**config.mk**
```make
export PLATFORM = sky130hd
export DESIGN_NAME = bhvs_step
export DESIGN_NICKNAME = d
export VERILOG_FILES = /design/src/hdl/bhvs_pkg.sv /design/src/hdl/bhvs_step.sv
export SDC_FILE = /design/constraint.sdc
export NUM_CORES = 1
export LEC_CHECK = 0
export BUFFER_PORTS_ARGS = -buffer_cell sky130_fd_sc_hd__buf_4
export CORE_UTILIZATION = 50
export DETAILED_ROUTE_END_ITERATION = 12
export PLACE_DENSITY_LB_ADDON = 0.12
export SYNTH_ARGS = -nofsm -noshare
export SYNTH_HDL_FRONTEND = slang
export SYNTH_SLANG_ARGS = --single-unit
```
**constraint.sdc**
```tcl
create_clock -name vclk -period 3.85
set_clock_uncertainty 0.15 [all_clocks]
set_input_delay 0.5775 -clock vclk [all_inputs]
set_output_delay 0.5775 -clock vclk [all_outputs]
set_load 0.02 [all_outputs]
```
**src/hdl/bhvs_pkg.sv**
```systemverilog
// Battery HV sequencing package: state, event and command codes, and shared types.
// No dependencies.
package bhvs_pkg;

   localparam int EVENT_W  = 5;
   localparam int STATE_W  = 4;
   localparam int PP_W     = 3;
   localparam int BC_W     = 2;
   localparam int REPORT_W = 2;

   // control states
   localparam logic [STATE_W-1:0] ST_SELF_CHECK  = 4'd0;
   localparam logic [STATE_W-1:0] ST_WAIT_UP     = 4'd1;
   localparam logic [STATE_W-1:0] ST_HV_DISABLED = 4'd2;
   localparam logic [STATE_W-1:0] ST_PRECHARGE   = 4'd3;
   localparam logic [STATE_W-1:0] ST_HV_ENABLED  = 4'd4;
   localparam logic [STATE_W-1:0] ST_DISCHARGE   = 4'd5;
   localparam logic [STATE_W-1:0] ST_CHARGING    = 4'd6;
   localparam logic [STATE_W-1:0] ST_BALANCING   = 4'd7;
   localparam logic [STATE_W-1:0] ST_FATAL       = 4'd8;
   localparam logic [STATE_W-1:0] ST_BRB_DISABLED = 4'd9;
   localparam logic [STATE_W-1:0] ST_BRB_ENABLED = 4'd10;

   // events
   localparam logic [EVENT_W-1:0] EV_INIT          = 5'd0;
   localparam logic [EVENT_W-1:0] EV_IMD_OK        = 5'd1;
   localparam logic [EVENT_W-1:0] EV_MON_READY     = 5'd2;
   localparam logic [EVENT_W-1:0] EV_BAL_START     = 5'd3;
   localparam logic [EVENT_W-1:0] EV_BAL_STOP      = 5'd4;
   localparam logic [EVENT_W-1:0] EV_NOTIFY_STOP   = 5'd5;
   localparam logic [EVENT_W-1:0] EV_NOTIFY_DONE   = 5'd6;
   localparam logic [EVENT_W-1:0] EV_ENTER_CHARGE  = 5'd7;
   localparam logic [EVENT_W-1:0] EV_CHG_BEGIN     = 5'd8;
   localparam logic [EVENT_W-1:0] EV_HV_SWITCH     = 5'd9;
   localparam logic [EVENT_W-1:0] EV_PRECHG_DONE   = 5'd10;
   localparam logic [EVENT_W-1:0] EV_DISCHG_DONE   = 5'd11;
   localparam logic [EVENT_W-1:0] EV_BRB_PRESSED   = 5'd12;
   localparam logic [EVENT_W-1:0] EV_BRB_RELEASED  = 5'd13;
   localparam logic [EVENT_W-1:0] EV_HV_TRIP       = 5'd14;
   localparam logic [EVENT_W-1:0] EV_PCDC_FAIL     = 5'd15;
   localparam logic [EVENT_W-1:0] EV_CHG_FAIL      = 5'd16;
   localparam logic [EVENT_W-1:0] EV_SET_CHG_MODE  = 5'd17;

   // power-path commands
   localparam logic [PP_W-1:0] PP_NONE        = 3'd0;
   localparam logic [PP_W-1:0] PP_PRE_CHARGER = 3'd1;
   localparam logic [PP_W-1:0] PP_PRE_MOTOR   = 3'd2;
   localparam logic [PP_W-1:0] PP_DISCHARGE   = 3'd3;
   localparam logic [PP_W-1:0] PP_STOP        = 3'd4;

   // battery commands
   localparam logic [BC_W-1:0] BC_NONE         = 2'd0;
   localparam logic [BC_W-1:0] BC_BAL_START    = 2'd1;
   localparam logic [BC_W-1:0] BC_STOP         = 2'd2;
   localparam logic [BC_W-1:0] BC_CHARGE_START = 2'd3;

   // reports
   localparam logic [REPORT_W-1:0] RPT_NONE      = 2'd0;
   localparam logic [REPORT_W-1:0] RPT_UNKNOWN   = 2'd1;
   localparam logic [REPORT_W-1:0] RPT_NOT_READY = 2'd2;
   localparam logic [REPORT_W-1:0] RPT_FATAL     = 2'd3;

   typedef struct packed {
      logic [STATE_W-1:0] control_state;
      logic               imd_ready;
      logic               monitor_ready;
      logic               chg_mode;
      logic               hv_power;
      logic               dcdc;
   } ctl_state_type;

   typedef struct packed {
      logic [STATE_W-1:0]  state_now;
      logic [PP_W-1:0]     power_path_command;
      logic [BC_W-1:0]     battery_command;
      logic                hv_power_on;
      logic                dcdc_on;
      logic                charger_setup;
      logic [REPORT_W-1:0] report;
      logic                not_ready_cause;
   } rsp_type;

endpackage

```
**src/hdl/bhvs_step.sv**
```systemverilog
// Transition decode: first-match row priority over (state, event), giving next state and result.
// Depends on bhvs_pkg.
module bhvs_step import bhvs_pkg::*; (
   input  ctl_state_type      cur,
   input  logic [EVENT_W-1:0] event_req,
   input  logic               charge_mode_value,
   output ctl_state_type      nxt,
   output rsp_type            res
);

   logic [STATE_W-1:0]  st;
   logic [PP_W-1:0]     pp;
   logic [BC_W-1:0]     bc;
   logic [PP_W-1:0]     pre_kind;
   logic                setup;
   logic [REPORT_W-1:0] rep;
   logic                cause;

   assign st       = cur.control_state;
   assign pre_kind = cur.chg_mode ? PP_PRE_CHARGER : PP_PRE_MOTOR;

   always_comb begin
      nxt   = cur;
      pp    = PP_NONE;
      bc    = BC_NONE;
      setup = 1'b0;
      rep   = RPT_NONE;
      cause = 1'b0;
      if (event_req == EV_SET_CHG_MODE) begin
         nxt.chg_mode = charge_mode_value;
      end else if (st == ST_SELF_CHECK && event_req == EV_INIT) begin
         nxt.chg_mode      = 1'b0;
         nxt.control_state = ST_WAIT_UP;
      end else if (st == ST_WAIT_UP &&
                   (event_req == EV_IMD_OK || event_req == EV_MON_READY)) begin
         if (event_req == EV_IMD_OK) begin
            nxt.imd_ready = 1'b1;
         end else begin
            nxt.monitor_ready = 1'b1;
         end
         if ((event_req == EV_IMD_OK || cur.imd_ready) &&
             (event_req == EV_MON_READY || cur.monitor_ready)) begin
            nxt.control_state = ST_HV_DISABLED;
         end
      end else if (st == ST_WAIT_UP) begin
         rep   = RPT_NOT_READY;
         cause = cur.imd_ready && !cur.monitor_ready;
      end else if (st == ST_HV_DISABLED && event_req == EV_BAL_START) begin
         bc                = BC_BAL_START;
         nxt.control_state = ST_BALANCING;
      end else if (st == ST_BALANCING && event_req == EV_BAL_STOP) begin
         bc = BC_STOP;
      end else if (st == ST_BALANCING &&
                   (event_req == EV_NOTIFY_STOP || event_req == EV_NOTIFY_DONE)) begin
         nxt.control_state = ST_HV_DISABLED;
      end else if (st == ST_HV_DISABLED && event_req == EV_ENTER_CHARGE) begin
         setup        = 1'b1;
         nxt.chg_mode = 1'b1;
      end else if (st == ST_HV_ENABLED && event_req == EV_CHG_BEGIN) begin
         if (cur.chg_mode) begin
            bc                = BC_CHARGE_START;
            nxt.control_state = ST_CHARGING;
         end
      end else if (st == ST_CHARGING && event_req == EV_NOTIFY_STOP) begin
         bc = BC_STOP;
      end else if (st == ST_CHARGING && event_req == EV_NOTIFY_DONE) begin
         nxt.control_state = ST_HV_ENABLED;
      end else if (event_req == EV_NOTIFY_STOP) begin
         // stop notice elsewhere: no change
      end else if (st == ST_HV_DISABLED && event_req == EV_HV_SWITCH) begin
         pp                = pre_kind;
         nxt.control_state = ST_PRECHARGE;
      end else if (st == ST_PRECHARGE && event_req == EV_PRECHG_DONE) begin
         nxt.hv_power      = 1'b1;
         nxt.dcdc          = 1'b1;
         nxt.control_state = ST_HV_ENABLED;
      end else if (st == ST_HV_ENABLED && event_req == EV_HV_SWITCH) begin
         pp                = PP_DISCHARGE;
         nxt.control_state = ST_DISCHARGE;
      end else if (st == ST_PRECHARGE && event_req == EV_HV_SWITCH) begin
         pp                = PP_STOP;
         nxt.control_state = ST_HV_DISABLED;
      end else if (st == ST_DISCHARGE && event_req == EV_DISCHG_DONE) begin
         nxt.hv_power      = 1'b0;
         nxt.dcdc          = 1'b0;
         nxt.control_state = ST_HV_DISABLED;
      end else if (st == ST_DISCHARGE && event_req == EV_HV_SWITCH) begin
         // toggle while discharging: no change
      end else if (event_req == EV_ENTER_CHARGE) begin
         // charge mode request outside hv disabled: ignored
      end else if (event_req == EV_BRB_PRESSED) begin
         nxt.hv_power = 1'b0;
         nxt.dcdc     = 1'b0;
         unique case (st) inside
            ST_HV_DISABLED, ST_DISCHARGE: begin
               nxt.control_state = ST_BRB_DISABLED;
            end
            ST_HV_ENABLED: begin
               pp                = PP_DISCHARGE;
               nxt.control_state = ST_BRB_ENABLED;
            end
            ST_PRECHARGE: begin
               pp                = PP_STOP;
               nxt.control_state = ST_BRB_ENABLED;
            end
            default: begin
               pp                = PP_DISCHARGE;
               nxt.control_state = ST_BRB_DISABLED;
            end
         endcase
      end else if (st == ST_BRB_DISABLED && event_req == EV_BRB_RELEASED) begin
         nxt.control_state = ST_HV_DISABLED;
      end else if (st == ST_BRB_ENABLED && event_req == EV_BRB_RELEASED) begin
         pp                = pre_kind;
         nxt.control_state = ST_PRECHARGE;
      end else if (st == ST_BRB_ENABLED && event_req == EV_DISCHG_DONE) begin
         nxt.hv_power = 1'b0;
         nxt.dcdc     = 1'b0;
      end else if (st == ST_FATAL) begin
         // already fatal: no change
      end else if (event_req == EV_HV_TRIP || event_req == EV_PCDC_FAIL ||
                   event_req == EV_CHG_FAIL) begin
         rep               = RPT_FATAL;
         nxt.hv_power      = 1'b0;
         nxt.dcdc          = 1'b0;
         nxt.control_state = ST_FATAL;
         unique case (st) inside
            ST_HV_DISABLED, ST_DISCHARGE: begin
               pp = PP_NONE;
            end
            ST_PRECHARGE: begin
               pp = (event_req != EV_PCDC_FAIL) ? PP_STOP : PP_NONE;
            end
            default: begin
               pp = PP_DISCHARGE;
            end
         endcase
      end else begin
         rep = RPT_UNKNOWN;
      end
   end

   assign res.state_now          = nxt.control_state;
   assign res.power_path_command = pp;
   assign res.battery_command    = bc;
   assign res.hv_power_on        = nxt.hv_power;
   assign res.dcdc_on            = nxt.dcdc;
   assign res.charger_setup      = setup;
   assign res.report             = rep;
   assign res.not_ready_cause    = cause;

endmodule

```
# After elaboration in Yosys (flattened, before gate mapping)
# Cells that the tools add are included.
word_totals:
  ff_bits: 0
  input_bits: 15
  out_inout_bits: 24
op_classes:
  eq_ne: 28
  n_mux: 137
  n_reduce_logical: 31
op_table:
  columns: ["operator", "count"]
  rows:
  - ["two-way mux 2 bit", 60]
  - ["two-way mux 4 bit", 26]
  - ["two-way mux 3 bit", 31]
  - ["== test 5 x 4 -> 1 bit, second input constant", 8]
  - ["== test 5 x 3 -> 1 bit, second input constant", 4]
  - ["logical AND 1 bit", 20]
  - ["two-way mux 1 bit", 17]
  - ["== test 4 x 3 -> 1 bit, second input constant", 4]
  - ["== test 4 bit, second input constant", 3]
  - ["one-hot mux 3 bit (2 select lines)", 2]
  - ["== test 5 x 2 -> 1 bit, second input constant", 2]
  - ["== test 5 bit, second input constant", 2]
  - ["== test 4 x 2 -> 1 bit, second input constant", 2]
  - ["logical OR 1 bit", 6]
  - ["two-way mux 6 bit", 1]
  - ["== test 5 x 1 -> 1 bit, second input constant", 1]
  - ["zero test 5 bit", 1]
  - ["!= test 5 x 4 -> 1 bit, second input constant", 1]
  - ["== test 4 x 1 -> 1 bit, second input constant", 1]
  - ["zero test 4 bit", 1]
  - ["OR reduction 2 bit", 2]
  - ["zero test 1 bit", 1]

# Longest topological paths before layout
# Gate-level depths: netlist (run 1).
depth:
  ltp_word: 28
  ltp_mapped: 8
  ltp_nobuf: 5

# Worst setup path before layout (run 1)
# Ideal clock, no wire load.
synth_path:
  path_kind: "input -> output"
  startpoint: "input cur[5] in the netlist's numbering"
  endpoint: "output res[11] in the netlist's numbering"
  t_arrival_ps: 2535
  required_ps: 3122
  slack_ps: 587
  cell_stages: 6
  path_cell_list: "or4b_1 a211o_1 o21ai_0 a211oi_1 o32ai_1 buf_4"
synth_lines:
  columns: ["element", "line", "text"]
  rows:
  - ["from (decl)", "bhvs_step.sv:4", "input ctl_state_type cur,"]
  - ["to (decl)", "bhvs_step.sv:8", "output rsp_type res"]

==> results.md, run 1 <==
* Area growth syn-to-layout at 19.34%
* Slew headroom at roughly 58%
* Final setup viols at 0
* NetSw at 85.46 uW
* Fin crit share at just under 90%
* Pint at slightly below 60 uW
* Routed vias at between 1,000 and 1,500
* Setup repair bufs after CTS at 0
* Unrepaired setup endpoints after global routing: no
* Final WL at ~3800 um
* CP Capture Type: primary output
* PwrDens at around 110 nW/um^2
* I/O Pins at 39
* LEAKAGE at 0.0005279 uW
* Final setup margin at between 0.4 and 0.5 ns
* All-Layer GR Usage at a little under a third
* Max incr delay on CP at about 0.59 ns
* Setup TNS at 0 ns
* Avg Vias per Cell at between 6 and 7
* Vias in the first global route at about 1,300
* WP data arrival at roughly 2.6 ns
* Port bufs at 39
* Post-Place Worst Slack at ~0.52 ns
* Dominant cells by area after synthesis: nand2_1, buf_4, clkbuf_1
* Library cells used by synthesis at 58
* Mapped Area at about 1100 um^2
* Crit Path Category: in2out
* Layout cells sized above 1 at 28.34%
* Sw Share at about three fifths
* Worst Setup Start Kind: input pin
* Max cap viols at 0
* Status: complete, no violations
* Crit path depth at 7
* WL/cell at roughly 18 um
* Fin nets at just over 200
* Utilization after layout at between 60% and 70%
* Clock share of power at 0%
* Pins Over Slew Limit at 0
* CP max stage cell: or4b_4
* Gpl congestion at a little over 1
* Hold/Removal Path Class: in2out
* Seq pwr share at 0%
* FF/Latch Area at 0 um^2
* Final hold slack at between 1 and 1.5 ns
* Period minus WS final at around 3.4 ns
* First-pass GRT wire length at a little over 6000 um
* Syn nets at 184
* Worst-path fanout max at 22
* DRT antenna net count at 0
* Critical path buffer and inverter count at 2
* Gate power share at 100.0%
* Starting DRT DRC Count at around 110
* Largest net degree at the start of global routing at 23
* CTS resizes at 0
* Synth area leader: nand2_1
* Syn. warnings at 0
* CLK BUF at 0
* Crit-path leading delay family: simple AND/OR/NAND/NOR gates
* Achievable frequency at ~0.3 GHz
* Worst Path Required at approximately 3.1 ns
* Endpoints failing hold at 0
* Total grt overflow at 0
* Hold depth at 3
* Synth cell count leaders: nand2_1, clkbuf_1, nor2_1
* Diodes inserted at 0
* Residual DRC at 0
* Worst path cell trace: buf_4 -> or4b_4 -> o22ai_2 -> a211oi_1 -> or4b_1 -> a211o_1 -> buf_4
* Syn Area/Cell at around 6.5 um^2
* Post-Synthesis Cells at ~170
* Starting Density at 54.39%
* Worst Tran Pin Value at 0.6316 ns
* Seq_cells at 0
* Most common cell in the netlist: nand2_1
* Pre-antenna DRT Iters at 5
* Rows at 16
* DIE WIDTH at around 49 um
* CORE AREA at roughly 2000 um^2
* CTS Hold Bufs at 0
* Sequential share of the synthesized area at 0%
* Die area at 2391 um^2
* Post-DP HPWL at around 2800 um
* Die height at 48.90 um
* Most common cell on crit path: buf_4
* Max VDD drop at around 0.00007 V
* Initial antenna violation count at 0
* Synth top area share at 6.485%
==> power groups by stage <==
stage,registers (uW),logic (uW),clock network (uW)
floorplan,0,97.3,0
global placement,0,141,0
detailed placement,0,142,0
CTS,0,142,0
global route,0,154,0
finish,0,145,0
==> path summary, 6_finish.rpt <==
| path | from | end | slack [ns] |
|---|---|---|---|
| hold / removal | cur[3] | res[0] | 1.28 |
| setup / recovery | cur[5] | nxt[6] | 0.50 |
==> cell families (layout without fill, tap and decap cells) <==
kind of cell	count (synthesis)	after routing	share of synthesized area [%]
simple gates	91	91	52.10
compound gates	52	52	34.02
buf+inv	24	42	12.06
xor+xnor	1	1	0.7965
mux	1	1	1.024
==> placed cells by master, fill, tap and decap left out, drive strengths merged, types with 3 or more instances in the layout <==
master	netlist	final
buf	12	41
o31ai	3	3
a21oi	7	7
a21o	3	3
nand2	19	19
nor2	10	10
nand3b	3	3
or3	5	5
o21ai	9	9
or4b	4	4
nor3b	3	3
o21bai	3	3
nor4b	4	4
o22ai	3	3
nand2b	6	6
nand3	7	7
nor2b	4	4
o21a	3	3
nor3	6	6
==> through the flow <==
stage / instance area, um^2 / std cells / total power (uW)
4_1_cts: 1313 / 214 / 142.3
6_report: 1313 / 214 / 145.1
5_1_grt: 1313 / 214 / 154.1
2_1_floorplan: 1100 / 169 / 97.29
3_5_place_dp: 1313 / 214 / 141.6
3_3_place_gp: 1313 / 214 / 140.6
==> routing by layer <==
layer	share of wire, %	global-route usage [%]
met1	40	44.26
met2	46	50.46
met3	11	4.673
met4	2.3	7.843
met5	0	0
==> area by class of cell <==
| type | count | area, um^2 |
|---|---|---|
| Multi-Input combinational cell | 145 | 967.2 |
| Fill cell | 188 | 709.4 |
| Timing Repair Buffer | 41 | 307.8 |
| Tap cell | 27 | 33.78 |
| Inverter | 1 | 3.754 |
No activity file was read; power rests on OpenSTA's default activity.
==> run 2: changes to the inputs <==
--- a/config.mk
+++ b/config.mk
@@ -6,7 +6,7 @@
 export NUM_CORES = 1
 export LEC_CHECK = 0
 export BUFFER_PORTS_ARGS = -buffer_cell sky130_fd_sc_hd__buf_4
-export CORE_UTILIZATION = 50
+export CORE_UTILIZATION = 58
 export DETAILED_ROUTE_END_ITERATION = 12
 export PLACE_DENSITY_LB_ADDON = 0.12
 export SYNTH_ARGS = -nofsm -noshare
==> run 2 against run 1 <==
Non-clock buffer count is the same. Wire length shrank 1.1%. Final cell count down 0.93%. Design area is 0.19% lower. Combinational power about the same. Critical path depth did not move. Core utilization up 10 points. First-iteration DRC count decreased by 4.7%. Via count grew 0.34%. Count of clock-buffer cells in the layout unchanged. Global-route usage rose by 5.7 points. Hold slack better by 0.0054 ns. Critical path type unchanged.
==> results.md, run 2 (synthesized netlist as in run 1, its figures left out) <==
* Status: complete, no violations (unchanged)
* DIE WIDTH at 45.55 um (was 48.90 um)
* Final setup viols at 0 (unchanged)
* Crit Path Category: in2out (unchanged)
* Post-DP HPWL at 2785 um (was 2843 um)
* CP Launch Point: cur[5] (unchanged)
* Starting Density at 63.01% (was 54.39%)
* Diodes inserted at 0 (unchanged)
* Utilization after layout at 75.05% (was 64.91%)
* Max VDD drop at 0.00006997 V (was 0.00007030 V)
* Worst Tran Pin Value at 0.5068 ns (was 0.6316 ns)
* Area growth syn-to-layout at 19.11% (was 19.34%)
* Gate power share at 100.0% (about the same)
* LEAKAGE at 0.0005279 uW (unchanged)
* Setup TNS at 0 ns (unchanged)
* Hold Crit Start: cur[3] (unchanged)
* Achievable frequency at 0.2996 GHz (was 0.2982 GHz)
* Final hold slack at 1.286 ns (was 1.280 ns)
* All-Layer GR Usage at 37.41% (was 31.71%)
* Initial antenna violation count at 0 (unchanged)
* I/O Pins at 39 (unchanged)
* Endpoints failing hold at 0 (unchanged)
* Worst Setup Start Kind: input pin (unchanged)
* Vias in the first global route at 1,283 (was 1,270)
* Seq pwr share at 0% (about the same)
* Pins Over Slew Limit at 0 (unchanged)
* WL/cell at 17.54 um (was 17.58 um)
* Slew headroom at 65.96% (was 57.57%)
* NetSw at 84.80 uW (was 85.46 uW)
* CTS Hold Bufs at 0 (unchanged)
* Post-Place Worst Slack at 0.5298 ns (was 0.5241 ns)
* Fin nets at 204 (unchanged)
* Fin crit share at 86.69% (was 87.10%)
* Total grt overflow at 0 (unchanged)
* Final setup margin at 0.5125 ns (was 0.4966 ns)
* Unrepaired setup endpoints after global routing: no (unchanged)
* Hold/Removal Path Class: in2out (unchanged)
* Rows at 15 (was 16)
* CLK BUF at 0 (unchanged)
* Port bufs at 39 (unchanged)
* Layout cells sized above 1 at 28.34% (unchanged)
* Sw Share at 58.69% (was 58.89%)
* FILL cells at 160 (was 188)
* Commonest non-fill, non-tap cells in the layout: buf_4, nand2_1, nor2_1, nand3_1 (unchanged)
* Routed vias at 1,479 (was 1,474)
* Starting DRT DRC Count at 101 (was 106)
* Final WL at 3719 um (was 3762 um)
* First-pass GRT wire length at 5871 um (was 6154 um)
* Gpl congestion at 0.9947 (was 1.030)
* Period minus WS final at 3.338 ns (was 3.353 ns)
* Avg Vias per Cell at 6.976 (was 6.888)
* Setup repair bufs after CTS at 0 (unchanged)
* DRT antenna net count at 0 (unchanged)
* CP Capture Type: primary output (unchanged)
* Seq_cells at 0 (unchanged)
* Tot Pwr at 144.5 uW (was 145.1 uW)
* FF/Latch Area at 0 um^2 (unchanged)
* Pre-antenna DRT Iters at 8 (was 5)
* PwrDens at 110.3 nW/um^2 (was 110.6 nW/um^2)
* Largest net degree at the start of global routing at 23 (unchanged)
* Pint at 59.68 uW (was 59.66 uW)
* Max cap viols at 0 (unchanged)
* Commonest non-fill, non-tap cell in the layout: buf_4 (unchanged)
* Worst-path fanout max at 22 (unchanged)
* CORE AREA at 1745 um^2 (was 2022 um^2)
* Clock share of power at 0% (about the same)
* Residual DRC at 0 (unchanged)
* Die area at 2074 um^2 (was 2391 um^2)
* Die height at 45.55 um (was 48.90 um)
* WP data arrival at 2.61 ns (was 2.63 ns)
* CTS resizes at 0 (unchanged)
* Worst Path Required at 3.12 ns (about the same)
run 2: routing by layer:
| metal | routed length, um | part of all wire [%] | track usage (%) | up-vias |
|---|---|---|---|---|
| li1 | - | - | - | 681 |
| met1 | 1513 | 41 | 47.29 | 677 |
| met2 | 1764 | 47 | 66.29 | 108 |
| met3 | 372 | 10 | 3.968 | 13 |
| met4 | 68 | 1.8 | 9.697 | 0 |
| met5 | 0 | 0 | 0 | - |
run 2: worst max-delay path: stages:
cell	delay (ns)
buf_4	0.18
or4b_4	0.58
o22ai_2	0.20
a211oi_1	0.10
or4b_1	0.48
a211o_1	0.32
buf_4	0.16
run 2: final timing paths:
path  slack [ns]     end  cells past startpoint
min         1.29  res[0]                      3
max         0.51  nxt[6]                      7
run 2: per-stage QoR:
step / std cells / instance area (um^2)
after floorplan: 169 / 1100
final: 212 / 1310
after CTS: 212 / 1310
after detailed placement: 212 / 1310
after global routing: 212 / 1310
after global placement: 212 / 1310
run 2: layout make-up:
| class | instances | area, um^2 | share of cell area [%] |
|---|---|---|---|
| inverters | 1 | 3.754 | 0.2865 |
| multi-input cells | 145 | 967.2 | 73.83 |
| well taps | 25 | 31.28 | 2.388 |
| repair buffers | 41 | 307.8 | 23.50 |
run 2: power groups by stage:
stage	Sequential (uW)	Combinational [uW]	Clock [uW]
2_1_floorplan	0	97.3	0
3_3_place_gp	0	139	0
3_5_place_dp	0	141	0
4_1_cts	0	142	0
5_1_grt	0	153	0
6_report	0	144	0
==> run 3: changes to the inputs <==
--- a/config.mk
+++ b/config.mk
@@ -6,7 +6,7 @@
 export NUM_CORES = 1
 export LEC_CHECK = 0
 export BUFFER_PORTS_ARGS = -buffer_cell sky130_fd_sc_hd__buf_4
-export CORE_UTILIZATION = 58
+export CORE_UTILIZATION = 56
 export DETAILED_ROUTE_END_ITERATION = 12
 export PLACE_DENSITY_LB_ADDON = 0.12
 export SYNTH_ARGS = -nofsm -noshare
==> run 3 against run 2 <==
First-iteration DRC count rose by 8.9%. Worst setup slack better by 0.0013 ns. Final cell count is the same. Combinational power is essentially flat. Wire length is 0.75% higher. Die area is 3.4% higher. Hold slack worse by 0.0012 ns. Global-route usage decreased by 2.2 points. Critical path depth unchanged. Critical path type unchanged. Critical endpoint is now res[12]. Largest cell class unchanged.
==> results.md, run 3 (synthesized netlist as in run 1, its figures left out) <==
* Status: complete, no violations (unchanged)
* Critical Path End: res[12] (was nxt[6])
* All-Layer GR Usage at 35.22% (was 37.41%)
* Achievable frequency at 0.2997 GHz (was 0.2996 GHz)
* Slew headroom at 60.28% (was 65.96%)
* Setup repair bufs after CTS at 0 (unchanged)
* Gate power share at 100.0% (about the same)
* Max incr delay on CP at 0.59 ns (was 0.58 ns)
* Worst Setup Start Kind: input pin (unchanged)
* Seq_cells at 0 (unchanged)
* Avg Vias per Cell at 6.868 (was 6.976)
* DRT antenna net count at 0 (unchanged)
* Pre-antenna DRT Iters at 4 (was 8)
* Residual DRC at 0 (unchanged)
* Period minus WS final at 3.336 ns (was 3.338 ns)
* Starting DRT DRC Count at 110 (was 101)
* CORE AREA at 1783 um^2 (was 1745 um^2)
* Gpl congestion at 0.9719 (was 0.9947)
* Starting Density at 61.68% (was 63.01%)
* Endpoints failing hold at 0 (unchanged)
* Clock share of power at 0% (about the same)
* Fin nets at 204 (unchanged)
* Total grt overflow at 0 (unchanged)
* Crit Path Category: in2out (unchanged)
* Commonest non-fill, non-tap cell in the layout: buf_4 (unchanged)
* Port bufs at 39 (unchanged)
* CLK BUF at 0 (unchanged)
* Fin crit share at 86.66% (was 86.69%)
* Worst path cell trace: buf_4 -> or4b_4 -> o22ai_2 -> a211oi_1 -> or4b_1 -> a211o_1 -> buf_4 (unchanged)
* Die height at 46.32 um (was 45.55 um)
* CP max stage cell: or4b_4 (unchanged)
* Routed vias at 1,456 (was 1,479)
* Max cap viols at 0 (unchanged)
* Commonest non-fill, non-tap cells in the layout: buf_4, nand2_1, nor2_1, nand3_1 (unchanged)
* Final setup viols at 0 (unchanged)
* CP Launch Point: cur[5] (unchanged)
* CTS Hold Bufs at 0 (unchanged)
* LEAKAGE at 0.0005279 uW (unchanged)
* Unrepaired setup endpoints after global routing: no (unchanged)
* First-pass GRT wire length at 5651 um (was 5871 um)
* Pins Over Slew Limit at 0 (unchanged)
* PwrDens at 110.9 nW/um^2 (was 110.3 nW/um^2)
* Area growth syn-to-layout at 19.11% (unchanged)
* DIE WIDTH at 46.32 um (was 45.55 um)
* I/O Pins at 39 (unchanged)
* NetSw at 85.60 uW (was 84.80 uW)
* Max VDD drop at 0.00005813 V (was 0.00006997 V)
* Die area at 2145 um^2 (was 2074 um^2)
* Sw Share at 58.92% (was 58.69%)
* Post-Place Worst Slack at 0.5303 ns (was 0.5298 ns)
* WP data arrival at 2.61 ns (about the same)
* Post-DP HPWL at 2790 um (was 2785 um)
* FF/Latch Area at 0 um^2 (unchanged)
* Worst Path Required at 3.12 ns (about the same)
* Hold/Removal Path Class: in2out (unchanged)
* CTS resizes at 0 (unchanged)
* Largest net degree at the start of global routing at 23 (unchanged)
* Pint at 59.69 uW (was 59.68 uW)
* Diodes inserted at 0 (unchanged)
* Initial antenna violation count at 0 (unchanged)
* Vias in the first global route at 1,189 (was 1,283)
* Seq pwr share at 0% (about the same)
* Worst-path fanout max at 22 (unchanged)
* CP Capture Type: primary output (unchanged)
* WL/cell at 17.67 um (was 17.54 um)
* Worst Tran Pin Value at 0.5912 ns (was 0.5068 ns)
* Layout cells sized above 1 at 28.34% (unchanged)
* Final setup margin at 0.5138 ns (was 0.5125 ns)
* Final WL at 3747 um (was 3719 um)
* Most common cell on crit path: buf_4 (unchanged)
* Setup TNS at 0 ns (unchanged)
* Rows at 15 (unchanged)
## run 3: cell counts in the layout (fill, tap and decap cells not counted)
Identical to the previous run, type by type.
## run 3: per-stage QoR
step	total power [uW]	hold WS [ns]	instance area, um^2	cells	utilization, %
2_1_floorplan	97.29	1.173	1100	169	-
3_3_place_gp	139.0	1.281	1310	212	73.47
3_5_place_dp	141.7	1.285	1310	212	73.47
4_1_cts	142.1	1.286	1310	212	73.47
5_1_grt	153.5	1.291	1310	212	73.47
6_report	145.3	1.285	1310	212	73.47
## run 3: how the worst min path moves through the flow
stage | start | end | slack, ns | cells past startpoint
floorplan | cur[3] | res[0] | 1.17 | 2
global placement | cur[3] | res[0] | 1.28 | 3
detailed placement | cur[3] | res[0] | 1.28 | 3
CTS | cur[3] | res[0] | 1.29 | 3
global route | cur[3] | res[0] | 1.29 | 3
finish | cur[3] | res[0] | 1.28 | 3
## run 3: per-layer routing
layer	vias to the layer above	track usage [%]	wire length [um]
met5	-	0	0
met4	0	12.35	112
met3	16	2.353	412
met2	105	56.94	1711
met1	659	48.28	1510
li1	676	-	-
## run 3: worst max-delay path: cells and delay by family
kind / cells / cell delay [ns]
simple gates: 2 / 1.06
buf+inv: 2 / 0.34
compound gates: 3 / 0.61
## run 3: power groups by stage
| stage | combinational, uW | sequential (uW) | clock, uW |
|---|---|---|---|
| 2_1_floorplan | 97.3 | 0 | 0 |
| 3_5_place_dp | 142 | 0 | 0 |
| 4_1_cts | 142 | 0 | 0 |
| 3_3_place_gp | 139 | 0 | 0 |
| 5_1_grt | 154 | 0 | 0 |
| 6_report | 145 | 0 | 0 |
## run 3: final cells by class
type,instances,area [um^2]
well taps,25,31.28
repair buffers,41,307.8
inverters,1,3.754
multi-input cells,145,967.2
fillers,162,473.0
